==> src/rtl/sha_pkg.sv <==
// Shared types and constants for the slot handle allocator.
// No dependencies; the interfaces, top and free ring use scoped names, the dv files import it.
package sha_pkg;

  // Table size; must be a power of two so slot numbers wrap naturally.
  localparam int SLOTS     = 64;
  localparam int DATA_BITS = 32;
  localparam int IDX_W     = $clog2(SLOTS);

  // Fixed widths of the channel fields.
  localparam int OP_W      = 2;
  localparam int IN_IDX_W  = 6;
  localparam int IN_DATA_W = 32;
  localparam int ST_W      = 2;

  typedef logic [IDX_W-1:0]     idx_t;
  typedef logic [DATA_BITS-1:0] data_t;
  typedef logic [OP_W-1:0]      op_t;
  typedef logic [IN_IDX_W-1:0]  in_idx_t;
  typedef logic [IN_DATA_W-1:0] in_data_t;
  typedef logic [ST_W-1:0]      st_t;

  typedef enum logic [OP_W-1:0] {
    OP_INSERT = 2'd0,
    OP_REMOVE = 2'd1,
    OP_GET    = 2'd2
  } op_e;

  typedef enum logic [ST_W-1:0] {
    ST_OK       = 2'd0,
    ST_FULL     = 2'd1,
    ST_NOT_USED = 2'd2
  } status_e;

  // Update request for the free slot ring, issued once per executed transaction.
  typedef struct packed {
    logic pop;        // a slot was granted, advance the allocate pointer
    logic push;       // a slot was released, append it at the free pointer
    idx_t push_slot;  // slot number being released
  } ring_cmd_t;

endpackage

==> src/rtl/sha_if.sv <==
// Valid/ready channel interfaces for requests and responses.
// Depends on sha_pkg for the field types.
interface sha_req_if;
  logic                 valid;
  logic                 ready;
  sha_pkg::op_t         op;
  sha_pkg::in_idx_t     index_in;
  sha_pkg::in_data_t    data_in;

  modport source (output valid, output op, output index_in, output data_in, input ready);
  modport sink   (input valid, input op, input index_in, input data_in, output ready);
endinterface

interface sha_rsp_if;
  logic                 valid;
  logic                 ready;
  sha_pkg::st_t         status;
  sha_pkg::in_idx_t     slot_out;
  sha_pkg::in_data_t    data_out;
  logic                 data_valid;

  modport source (output valid, output status, output slot_out, output data_out,
                  output data_valid, input ready);
  modport sink   (input valid, input status, input slot_out, input data_out,
                  input data_valid, output ready);
endinterface

==> src/rtl/slot_handle_allocator_top.sv <==
// Top level of the slot handle allocator: input stage, execute logic, result stage.
// Depends on sha_pkg, sha_if, sha_ram and sha_free_ring.
//
//   Channel  Dir  Port    Payload
//   request  in   req_i   op, index_in, data_in
//   response out  rsp_o   status, slot_out, data_out, data_valid
//
// One transaction is accepted per cycle when the result stage can move. A request
// accepted into the input register is executed from it, and its response is registered
// in the result stage once that stage can move. The rate is set by the slot data RAM,
// whose registered read is started as the request is accepted, and by the free ring
// head, which is read ahead from the updated allocate pointer.
// Reset clears the slot-in-use flags, both ring pointers and all valid bits; no
// clearing pass is needed. A stalled response holds the input stage and, through it,
// the request ready.
module slot_handle_allocator_top (
  input  logic          clk_i,
  input  logic          rst_ni,
  sha_req_if.sink       req_i,
  sha_rsp_if.source     rsp_o
);

  // Input stage
  logic                 s1_vld_q, s1_vld_d;
  sha_pkg::op_t         s1_op_q;
  sha_pkg::idx_t        s1_idx_q;
  sha_pkg::data_t       s1_data_q;
  logic                 s1_fire;
  logic                 req_acc;

  // Slot state
  logic [sha_pkg::SLOTS-1:0] used_q, used_d;
  sha_pkg::idx_t        req_idx;
  sha_pkg::data_t       ram_rdata;
  logic                 dbyp_q;
  sha_pkg::data_t       dbyp_data_q;
  sha_pkg::data_t       slot_rd;
  logic                 data_we;

  // Free ring
  sha_pkg::ring_cmd_t   ring_cmd;
  sha_pkg::idx_t        ring_head;

  // Execute results
  logic                 ins_ok, rem_ok;
  sha_pkg::status_e     status_d;
  sha_pkg::idx_t        slot_d;
  sha_pkg::data_t       dout_d;
  logic                 dval_d;

  // Result stage
  logic                 out_vld_q, out_vld_d;
  sha_pkg::st_t         out_status_q;
  sha_pkg::in_idx_t     out_slot_q;
  sha_pkg::in_data_t    out_data_q;
  logic                 out_dval_q;

  assign s1_fire     = s1_vld_q && (!out_vld_q || rsp_o.ready);
  assign req_i.ready = !s1_vld_q || s1_fire;
  assign req_acc     = req_i.valid && req_i.ready;

  // The index is taken modulo the table size, which is just its low address bits.
  assign req_idx = sha_pkg::idx_t'(req_i.index_in);

  // The stored word is read as the request enters; a write by the transaction
  // leaving the input stage in the same cycle is forwarded.
  assign slot_rd = dbyp_q ? dbyp_data_q : ram_rdata;

  always_comb begin
    ins_ok   = 1'b0;
    rem_ok   = 1'b0;
    status_d = sha_pkg::ST_OK;
    slot_d   = '0;
    dout_d   = '0;
    dval_d   = 1'b0;
    case (sha_pkg::op_e'(s1_op_q))
      sha_pkg::OP_INSERT: begin
        if (used_q[ring_head]) begin
          status_d = sha_pkg::ST_FULL;
        end else begin
          ins_ok = 1'b1;
          slot_d = ring_head;
        end
      end
      sha_pkg::OP_REMOVE: begin
        if (!used_q[s1_idx_q]) begin
          status_d = sha_pkg::ST_NOT_USED;
        end else begin
          rem_ok = 1'b1;
        end
      end
      sha_pkg::OP_GET: begin
        if (used_q[s1_idx_q]) begin
          dout_d = slot_rd;
          dval_d = 1'b1;
        end
      end
      default: begin
        // Unused operation code: nothing changes, the response is all zero.
      end
    endcase
  end

  always_comb begin
    used_d = used_q;
    if (s1_fire && ins_ok) begin
      used_d[ring_head] = 1'b1;
    end
    if (s1_fire && rem_ok) begin
      used_d[s1_idx_q] = 1'b0;
    end
  end

  assign data_we            = s1_fire && ins_ok;
  assign ring_cmd.pop       = s1_fire && ins_ok;
  assign ring_cmd.push      = s1_fire && rem_ok;
  assign ring_cmd.push_slot = s1_idx_q;

  sha_free_ring u_free_ring (
    .clk_i  (clk_i),
    .rst_ni (rst_ni),
    .cmd_i  (ring_cmd),
    .head_o (ring_head)
  );

  // Words of removed slots are never cleared here: a read is gated by the in-use flag.
  sha_ram #(
    .WIDTH (sha_pkg::DATA_BITS),
    .DEPTH (sha_pkg::SLOTS)
  ) u_slot_ram (
    .clk_i   (clk_i),
    .we_i    (data_we),
    .waddr_i (ring_head),
    .wdata_i (s1_data_q),
    .re_i    (req_acc),
    .raddr_i (req_idx),
    .rdata_o (ram_rdata)
  );

  always_comb begin
    s1_vld_d = s1_vld_q;
    if (req_acc) begin
      s1_vld_d = 1'b1;
    end else if (s1_fire) begin
      s1_vld_d = 1'b0;
    end
    out_vld_d = out_vld_q;
    if (s1_fire) begin
      out_vld_d = 1'b1;
    end else if (rsp_o.ready) begin
      out_vld_d = 1'b0;
    end
  end

  always_ff @(posedge clk_i or negedge rst_ni) begin
    if (!rst_ni) begin
      s1_vld_q  <= 1'b0;
      out_vld_q <= 1'b0;
      used_q    <= '0;
      dbyp_q    <= 1'b0;
    end else begin
      s1_vld_q  <= s1_vld_d;
      out_vld_q <= out_vld_d;
      used_q    <= used_d;
      if (req_acc) begin
        dbyp_q <= data_we && (ring_head == req_idx);
      end
    end
  end

  always_ff @(posedge clk_i) begin
    if (req_acc) begin
      s1_op_q     <= req_i.op;
      s1_idx_q    <= req_idx;
      s1_data_q   <= sha_pkg::data_t'(req_i.data_in);
      dbyp_data_q <= s1_data_q;
    end
    if (s1_fire) begin
      out_status_q <= sha_pkg::st_t'(status_d);
      out_slot_q   <= sha_pkg::in_idx_t'(slot_d);
      out_data_q   <= sha_pkg::in_data_t'(dout_d);
      out_dval_q   <= dval_d;
    end
  end

  assign rsp_o.valid      = out_vld_q;
  assign rsp_o.status     = out_status_q;
  assign rsp_o.slot_out   = out_slot_q;
  assign rsp_o.data_out   = out_data_q;
  assign rsp_o.data_valid = out_dval_q;

  a_grant_marks_used: assert property (@(posedge clk_i) disable iff (!rst_ni)
    s1_fire && ins_ok |=> used_q[$past(ring_head)])
    else $error("granted slot not marked in use");

  a_release_frees: assert property (@(posedge clk_i) disable iff (!rst_ni)
    s1_fire && rem_ok |=> !used_q[$past(s1_idx_q)])
    else $error("released slot still marked in use");

  a_stage_holds: assert property (@(posedge clk_i) disable iff (!rst_ni)
    s1_vld_q && !s1_fire |=> s1_vld_q && $stable(s1_op_q) && $stable(s1_idx_q))
    else $error("input stage changed while stalled");

  a_dval_only_ok: assert property (@(posedge clk_i) disable iff (!rst_ni)
    out_vld_q && out_dval_q |-> out_status_q == sha_pkg::ST_OK && out_slot_q == '0)
    else $error("data valid response with nonzero status or slot");

endmodule

==> src/rtl/sha_ram.sv <==
// Generic single-write, single-read RAM with a registered read port.
// A read at the written address returns the old contents. No dependencies.
module sha_ram #(
  parameter int WIDTH = 8,
  parameter int DEPTH = 16
) (
  input  logic                     clk_i,
  input  logic                     we_i,
  input  logic [$clog2(DEPTH)-1:0] waddr_i,
  input  logic [WIDTH-1:0]         wdata_i,
  input  logic                     re_i,
  input  logic [$clog2(DEPTH)-1:0] raddr_i,
  output logic [WIDTH-1:0]         rdata_o
);

  logic [WIDTH-1:0] mem_q [DEPTH];
  logic [WIDTH-1:0] rdata_q;

  always_ff @(posedge clk_i) begin
    if (we_i) begin
      mem_q[waddr_i] <= wdata_i;
    end
    if (re_i) begin
      rdata_q <= mem_q[raddr_i];
    end
  end

  assign rdata_o = rdata_q;

endmodule

==> src/rtl/sha_free_ring.sv <==
// Ring of free slot numbers with allocate and free pointers.
// Depends on sha_pkg and sha_ram; presents the slot at the allocate pointer every cycle.
module sha_free_ring (
  input  logic               clk_i,
  input  logic               rst_ni,
  input  sha_pkg::ring_cmd_t cmd_i,
  output sha_pkg::idx_t      head_o
);

  sha_pkg::idx_t alloc_ptr_q, alloc_ptr_d;
  sha_pkg::idx_t free_ptr_q,  free_ptr_d;

  // One flag per entry: an entry never written still holds its own index.
  logic [sha_pkg::SLOTS-1:0] ent_vld_q, ent_vld_d;

  sha_pkg::idx_t ram_rdata;
  sha_pkg::idx_t rd_addr_q;
  logic          rd_vld_q;
  logic          byp_q, byp_d;
  sha_pkg::idx_t byp_slot_q;

  always_comb begin
    alloc_ptr_d = alloc_ptr_q;
    free_ptr_d  = free_ptr_q;
    ent_vld_d   = ent_vld_q;
    if (cmd_i.pop) begin
      alloc_ptr_d = alloc_ptr_q + sha_pkg::idx_t'(1);
    end
    if (cmd_i.push) begin
      free_ptr_d            = free_ptr_q + sha_pkg::idx_t'(1);
      ent_vld_d[free_ptr_q] = 1'b1;
    end
    // The RAM returns old data on a collision, so a same-cycle write is forwarded.
    byp_d = cmd_i.push && (free_ptr_q == alloc_ptr_d);
  end

  sha_ram #(
    .WIDTH (sha_pkg::IDX_W),
    .DEPTH (sha_pkg::SLOTS)
  ) u_ring_ram (
    .clk_i   (clk_i),
    .we_i    (cmd_i.push),
    .waddr_i (free_ptr_q),
    .wdata_i (cmd_i.push_slot),
    .re_i    (1'b1),
    .raddr_i (alloc_ptr_d),
    .rdata_o (ram_rdata)
  );

  always_ff @(posedge clk_i or negedge rst_ni) begin
    if (!rst_ni) begin
      alloc_ptr_q <= '0;
      free_ptr_q  <= '0;
      ent_vld_q   <= '0;
      rd_addr_q   <= '0;
      rd_vld_q    <= 1'b0;
      byp_q       <= 1'b0;
    end else begin
      alloc_ptr_q <= alloc_ptr_d;
      free_ptr_q  <= free_ptr_d;
      ent_vld_q   <= ent_vld_d;
      rd_addr_q   <= alloc_ptr_d;
      rd_vld_q    <= ent_vld_q[alloc_ptr_d];
      byp_q       <= byp_d;
    end
  end

  always_ff @(posedge clk_i) begin
    byp_slot_q <= cmd_i.push_slot;
  end

  assign head_o = byp_q    ? byp_slot_q :
                  rd_vld_q ? ram_rdata  : rd_addr_q;

  a_head_tracks_ptr: assert property (@(posedge clk_i) disable iff (!rst_ni)
    1'b1 |=> rd_addr_q == alloc_ptr_q)
    else $error("ring read address lost track of the allocate pointer");

  a_fwd_on_collision: assert property (@(posedge clk_i) disable iff (!rst_ni)
    cmd_i.push && (free_ptr_q == alloc_ptr_d) |=> head_o == $past(cmd_i.push_slot))
    else $error("released slot not forwarded to the ring head");

  a_no_pop_and_push: assert property (@(posedge clk_i) disable iff (!rst_ni)
    !(cmd_i.pop && cmd_i.push))
    else $error("ring asked to grant and release in one cycle");

endmodule

==> src/flat_wrapper.sv <==
// flat-port wrapper written by rule: the top's interface ports become plain ports
module slot_handle_allocator_top_flat 
  (clk_i, rst_ni, req_i_valid, req_i_op, req_i_index_in, req_i_data_in, req_i_ready, rsp_o_valid, rsp_o_status, rsp_o_slot_out, rsp_o_data_out, rsp_o_data_valid, rsp_o_ready);
  sha_req_if req_i_i ();
  sha_rsp_if rsp_o_i ();
  input  logic clk_i;
  input  logic rst_ni;
  input wire logic [$bits(req_i_i.valid)-1:0] req_i_valid;
  input wire logic [$bits(req_i_i.op)-1:0] req_i_op;
  input wire logic [$bits(req_i_i.index_in)-1:0] req_i_index_in;
  input wire logic [$bits(req_i_i.data_in)-1:0] req_i_data_in;
  output wire logic [$bits(req_i_i.ready)-1:0] req_i_ready;
  output wire logic [$bits(rsp_o_i.valid)-1:0] rsp_o_valid;
  output wire logic [$bits(rsp_o_i.status)-1:0] rsp_o_status;
  output wire logic [$bits(rsp_o_i.slot_out)-1:0] rsp_o_slot_out;
  output wire logic [$bits(rsp_o_i.data_out)-1:0] rsp_o_data_out;
  output wire logic [$bits(rsp_o_i.data_valid)-1:0] rsp_o_data_valid;
  input wire logic [$bits(rsp_o_i.ready)-1:0] rsp_o_ready;
  assign req_i_i.valid = req_i_valid;
  assign req_i_i.op = req_i_op;
  assign req_i_i.index_in = req_i_index_in;
  assign req_i_i.data_in = req_i_data_in;
  assign req_i_ready = req_i_i.ready;
  assign rsp_o_valid = rsp_o_i.valid;
  assign rsp_o_status = rsp_o_i.status;
  assign rsp_o_slot_out = rsp_o_i.slot_out;
  assign rsp_o_data_out = rsp_o_i.data_out;
  assign rsp_o_data_valid = rsp_o_i.data_valid;
  assign rsp_o_i.ready = rsp_o_ready;
  slot_handle_allocator_top u_core (.clk_i(clk_i), .rst_ni(rst_ni), .req_i(req_i_i), .rsp_o(rsp_o_i));
endmodule
==> config.mk <==
export PLATFORM = sky130hd
export DESIGN_NAME = slot_handle_allocator_top_flat
export DESIGN_NICKNAME = d
export VERILOG_FILES = /design/src/rtl/sha_pkg.sv /design/src/rtl/sha_if.sv /design/src/rtl/slot_handle_allocator_top.sv /design/src/rtl/sha_ram.sv /design/src/rtl/sha_free_ring.sv /design/src/flat_wrapper.sv
export SDC_FILE = /design/constraint.sdc
export NUM_CORES = 2
export LEC_CHECK = 0
export BUFFER_PORTS_ARGS = -buffer_cell sky130_fd_sc_hd__buf_2
export CORE_MARGIN = 1
export CORE_UTILIZATION = 50
export CTS_BUF_LIST = sky130_fd_sc_hd__clkbuf_8
export DETAILED_ROUTE_END_ITERATION = 10
export PLACE_DENSITY = 0.73
export SKIP_CTS_REPAIR_TIMING = 1
export SLEW_MARGIN = 25
export SYNTH_ARGS = -nofsm -noshare
export SYNTH_HDL_FRONTEND = slang
export SYNTH_HIERARCHICAL = 1
export SYNTH_SLANG_ARGS = --single-unit
==> constraint.sdc <==
create_clock -name clk_i -period 7.9 [get_ports clk_i]
set_clock_uncertainty 0.2 [all_clocks]
set_input_delay 0.395 -clock clk_i [delete_from_list [all_inputs] [get_ports clk_i]]
set_output_delay 0.395 -clock clk_i [all_outputs]
set_load 0.03 [all_outputs]
==> flow_summary_export.csv <==
group,metric,value,unit
die,fp-row-count,169,
logic_synthesis,synth_area_per_cell,20.8,um^2
sta,final_cycle_utilization_of_the_critical_path,0.878,
sta,hold_violations,0,
clocking,cts.reportedPaths.clkPinSlew,60,ps
clocking,clock_path_buffers,4,
logic_synthesis,synth_top_cell_by_area,"sky130_fd_sc_hd__edfxtp_1",
setup_path,crit_path_max_fanout,32,
logic_synthesis,synth_flop_cell,"sky130_fd_sc_hd__edfxtp_1",
global_route,grt_antenna_before_repair,12,
global_route,grt_pass1_vias,55735,
pwr,power.ir.vdd_worst,0.190,mV
worst_hold_path,hold_path_startpoint,"req_i_index_in[1]",
global_route,first_pass_grt_wire_length,381000,um
drt,firstDrtPassIters,9,
clocking,cts_tree,"yes",
global_route,grt.total_usage,0.243,
clocking,clk_latency,1120,ps
setup_path,timing.reg2reg.worst_path_depth,15,
logic_synthesis,synth.area.top_cells,"sky130_fd_sc_hd__edfxtp_1 72%, sky130_fd_sc_hd__mux4_2 14%, sky130_fd_sc_hd__dfrtp_1 3.4%",
cells_and_area,drive_above_1_share,0.271,
pwr,p_leak,39.0,nW
pwr,switching_share,0.257,
sta,final_max_slew_viol_count,0,
drt,post_drt_wl_per_cell,29.9,um
pwr,total_power_density_per_cell_area,261,nW/um^2
pwr,power.switching,8.08,mW
die,die_w,465,um
logic_synthesis,postSynth.asyncResetShare,0.0530,
pwr,seqPwrFrac,0.519,
sta,total_setup_violations_reported_at_the_end_of_the_flow,0,
placed_design,half_perimeter_wire_length_after_placement,153000,um
pwr,clkPwrFrac,0.354,
setup_path,timing.reg2reg.setup_slack,960,ps
sta,finalWorstSetupSlack,961,ps
sta,period_minus_slack,6940,ps
logic_synthesis,synth-edff-count,2583,
clocking,clk_root_buffer_cell,"sky130_fd_sc_hd__clkbuf_8",
drt,via_count,55343,
pwr,pwr-share-comb,0.127,
cells_and_area,areaGrowthSynthToFinish,12.3,%
job,max_capacitance_violation_count,0,
placed_design,place_congestion,0.900,
die,ios,87,
setup_path,critPathKind,"flip-flop to flip-flop",
drt,detail_route.iter0.violations,6410,
logic_synthesis,synth_cell_type_count,100,
logic_synthesis,yosys.area.top_type_share,0.724,
clocking,h-tree-depth,5,
worst_hold_path,min_delay_path_depth,5,
setup_path,worst_r2r_startpoint,"u_core/u_free_ring/rd_addr_q[2]$_DFF_PN0_",
die,start_util,0.504,
clocking,cts_sinks,2734,
logic_synthesis,yosysWarnings,6,
sta,worst_pin_slew,1110,ps
worst_hold_path,hold_class,"input port to flip-flop",
setup_path,wp_data_arrival,7560,ps
logic_synthesis,synth.cell_area,107000,um^2
cells_and_area,final_nets,5677,
setup_path,critical_register_to_register_path_endpoint,"u_core/u_free_ring/u_ring_ram/rdata_o[4]$_DFFE_PP_",
drt,wirelength,262000,um
drt,post-route-drc-count,10,
setup_path,worstSetupStartpointType,"flip-flop",
setup_path,cp.required,8520,ps
die,floorplan.die_area,216000,um^2
placed_design,port_buffers,86,
status,run_status,"finished, violations left",
sta,achievable-frequency,0.144,GHz
global_route,maximum_number_of_pins_on_one_net_before_global_route_repair,127,
logic_synthesis,syn_inst,5149,
die,coreArea,213000,um^2
global_route,grt_overflow,0,
worst_hold_path,worst_hold_path_endpoint,"u_core/u_slot_ram/rdata_o[2]$_DFFE_PP_",
sta,timing.slew.headroom,0.259,
sta,grt_setup_unrepaired,"false",
sta,setup_tns,0,ps
pwr,internal_power,23.3,mW
placed_design,dp_worst_setup_slack,1050,ps
die,dieHeight,465,um
status,failed_checks,"design-rule violations",
setup_path,cp-end-kind,"flip-flop",
logic_synthesis,synth.ff_latch_count,2734,
clocking,clock_buffer_count_from_cts,432,
drt,drt-vias-per-instance,6.30,
logic_synthesis,synth.yosys.seq_area_share,0.759,
drt,ant_nets,0,
## layout make-up
type / instances / area [um^2]
Inverter: 36 / 136
Fill cell: 15402 / 92300
Sequential cell: 2734 / 81300
Clock buffer: 442 / 6080
Multi-Input combinational cell: 2075 / 24600
Antenna cell: 10 / 25.0
Timing Repair Buffer: 352 / 2800
Tap cell: 2821 / 3530
Clock inverter: 314 / 1770
## worst max-delay path by stage
| stage | from | to | slack (ps) |
|---|---|---|---|
| final | u_core/u_free_ring/rd_addr_q[2]$_DFF_PN0_ | u_core/u_free_ring/u_ring_ram/rdata_o[4]$_DFFE_PP_ | 960 |
| after global routing | u_core/u_free_ring/rd_addr_q[2]$_DFF_PN0_ | u_core/u_free_ring/u_ring_ram/rdata_o[4]$_DFFE_PP_ | 660 |
| after CTS | u_core/u_free_ring/rd_addr_q[2]$_DFF_PN0_ | u_core/u_free_ring/u_ring_ram/rdata_o[4]$_DFFE_PP_ | 1000 |
| after detailed placement | u_core/u_free_ring/rd_addr_q[2]$_DFF_PN0_ | u_core/u_free_ring/u_ring_ram/rdata_o[4]$_DFFE_PP_ | 1050 |
| after global placement | u_core/u_free_ring/rd_addr_q[2]$_DFF_PN0_ | u_core/u_free_ring/u_ring_ram/rdata_o[4]$_DFFE_PP_ | 1240 |
| after floorplan | u_core/u_free_ring/rd_addr_q[0]$_DFF_PN0_ | u_core/u_slot_ram/mem_q[49][0]$_DFFE_PP_ | 1270 |
## synthesized netlist by cell type, drive strengths merged, types with 47 or more instances
cell,number
edfxtp,2583
mux4,651
nor2,272
mux2i,181
buf,179
dfrtp,145
clkbuf,130
o22ai,110
a21oi,87
nand2,83
a31oi,67
a22oi,47
## registers in the layout (all words and copies together) (netlist names), 2 cells and up
name                                   flops
u_core/u_free_ring/u_ring_ram/rdata_o      6
u_core/u_free_ring/ent_vld_q              64
u_core/rsp_o.status                        2
u_core/s1_data_q                          32
u_core/s1_idx_q                            6
u_core/rsp_o.data_out                     32
u_core/u_free_ring/byp_slot_q              6
u_core/u_free_ring/u_ring_ram/mem_q      384
u_core/s1_op_q                             2
u_core/u_slot_ram/rdata_o                 32
u_core/used_q                             64
u_core/u_free_ring/rd_addr_q               6
u_core/u_slot_ram/mem_q                 2048
u_core/rsp_o.slot_out                      6
u_core/u_free_ring/free_ptr_q              6
u_core/dbyp_data_q                        32
## metrics by stage
stage | area, um^2 | hold slack [ps] | std cells | util | power (mW)
2_1_floorplan | 107000 | -101 | 5154 | - | 19.4
3_3_place_gp | 112000 | 229 | 7938 | 0.525 | 20.5
3_5_place_dp | 112000 | 233 | 7938 | 0.525 | 20.5
4_1_cts | 119000 | -1010 | 8694 | 0.562 | 31.6
5_1_grt | 120000 | 27.5 | 8776 | 0.566 | 32.5
6_report | 120000 | 38.4 | 8784 | 0.566 | 31.4
## cells by family after synthesis
group / count (synthesis) / share of synthesized area
AOI/OAI and AO/OA: 541 / 0.0355
xor gates and xnor gates: 21 / 0.00200
adders and majority gates: 2 / 0.000234
buffers and inverters: 345 / 0.0163
DFF: 2734 / 0.759
muxes: 852 / 0.156
other: 1 / 0.0000350
and+or+nand+nor: 653 / 0.0303
## cell usage in the layout (no fill, tap or decap), types with 8 or more instances in the layout
| cell | instances |
|---|---|
| sky130_fd_sc_hd__mux4_2 | 645 |
| sky130_fd_sc_hd__dfrtp_1 | 144 |
| sky130_fd_sc_hd__and3_1 | 26 |
| sky130_fd_sc_hd__or2_2 | 8 |
| sky130_fd_sc_hd__nand3_1 | 44 |
| sky130_fd_sc_hd__nor2b_1 | 35 |
| sky130_fd_sc_hd__mux2_2 | 20 |
| sky130_fd_sc_hd__nand3b_1 | 21 |
| sky130_fd_sc_hd__nand4_1 | 30 |
| sky130_fd_sc_hd__a21o_1 | 34 |
| sky130_fd_sc_hd__nor3_1 | 37 |
| sky130_fd_sc_hd__o21ai_0 | 19 |
| sky130_fd_sc_hd__diode_2 | 10 |
| sky130_fd_sc_hd__bufinv_16 | 16 |
| sky130_fd_sc_hd__o21bai_1 | 29 |
| sky130_fd_sc_hd__o221ai_1 | 36 |
| sky130_fd_sc_hd__a311oi_1 | 11 |
| sky130_fd_sc_hd__clkinv_1 | 105 |
| sky130_fd_sc_hd__a22oi_1 | 46 |
| sky130_fd_sc_hd__buf_12 | 9 |
| sky130_fd_sc_hd__edfxtp_1 | 2583 |
| sky130_fd_sc_hd__a221oi_1 | 10 |
| sky130_fd_sc_hd__buf_4 | 176 |
| sky130_fd_sc_hd__clkbuf_8 | 442 |
| sky130_fd_sc_hd__xnor2_1 | 16 |
| sky130_fd_sc_hd__nor2_4 | 62 |
| sky130_fd_sc_hd__a211oi_1 | 8 |
| sky130_fd_sc_hd__o21ai_1 | 8 |
| sky130_fd_sc_hd__a21oi_1 | 87 |
| sky130_fd_sc_hd__a31oi_1 | 67 |
| sky130_fd_sc_hd__a41oi_1 | 8 |
| sky130_fd_sc_hd__nand2_1 | 80 |
| sky130_fd_sc_hd__inv_1 | 136 |
| sky130_fd_sc_hd__nand2b_1 | 30 |
| sky130_fd_sc_hd__clkinv_2 | 73 |
| sky130_fd_sc_hd__o22ai_1 | 107 |
| sky130_fd_sc_hd__nor2_1 | 208 |
| sky130_fd_sc_hd__dlygate4sd3_1 | 79 |
| sky130_fd_sc_hd__mux2i_1 | 181 |
| sky130_fd_sc_hd__buf_2 | 81 |
## critical path, stage by stage (launching register included)
cell and delay, ps:
sky130_fd_sc_hd__dfrtp_1 640, sky130_fd_sc_hd__mux2i_1 230, sky130_fd_sc_hd__o21ai_4 840, sky130_fd_sc_hd__mux4_2 430, sky130_fd_sc_hd__mux4_2 460, sky130_fd_sc_hd__nor2b_1 180, sky130_fd_sc_hd__a41oi_4 190, sky130_fd_sc_hd__and3_1 330
sky130_fd_sc_hd__and3_2 690, sky130_fd_sc_hd__nand2b_4 240, sky130_fd_sc_hd__nand2_4 470, sky130_fd_sc_hd__buf_4 410, sky130_fd_sc_hd__mux4_2 550, sky130_fd_sc_hd__o22ai_1 330, sky130_fd_sc_hd__nor3_1 190, sky130_fd_sc_hd__o22a_1 230
## metal layers
metal / up-vias / GRT usage / wire (um)
li1: 22527 / - / -
met1: 29169 / 0.342 / 103000
met3: 464 / 0.0549 / 26700
met5: - / 0 / 17
met2: 3181 / 0.380 / 125000
met4: 2 / 0.0771 / 7510
## power by group through the flow
stage          Combinational (mW)  Clock (mW)  Sequential (mW)
3_3_place_gp                 3.85           0             16.6
5_1_grt                      4.22        11.9             16.3
4_1_cts                      3.94        11.3             16.3
2_1_floorplan                2.70           0             16.7
3_5_place_dp                 3.93           0             16.6
6_report                     3.99        11.1             16.3
Note: power is estimated with default switching activity, not from simulation.
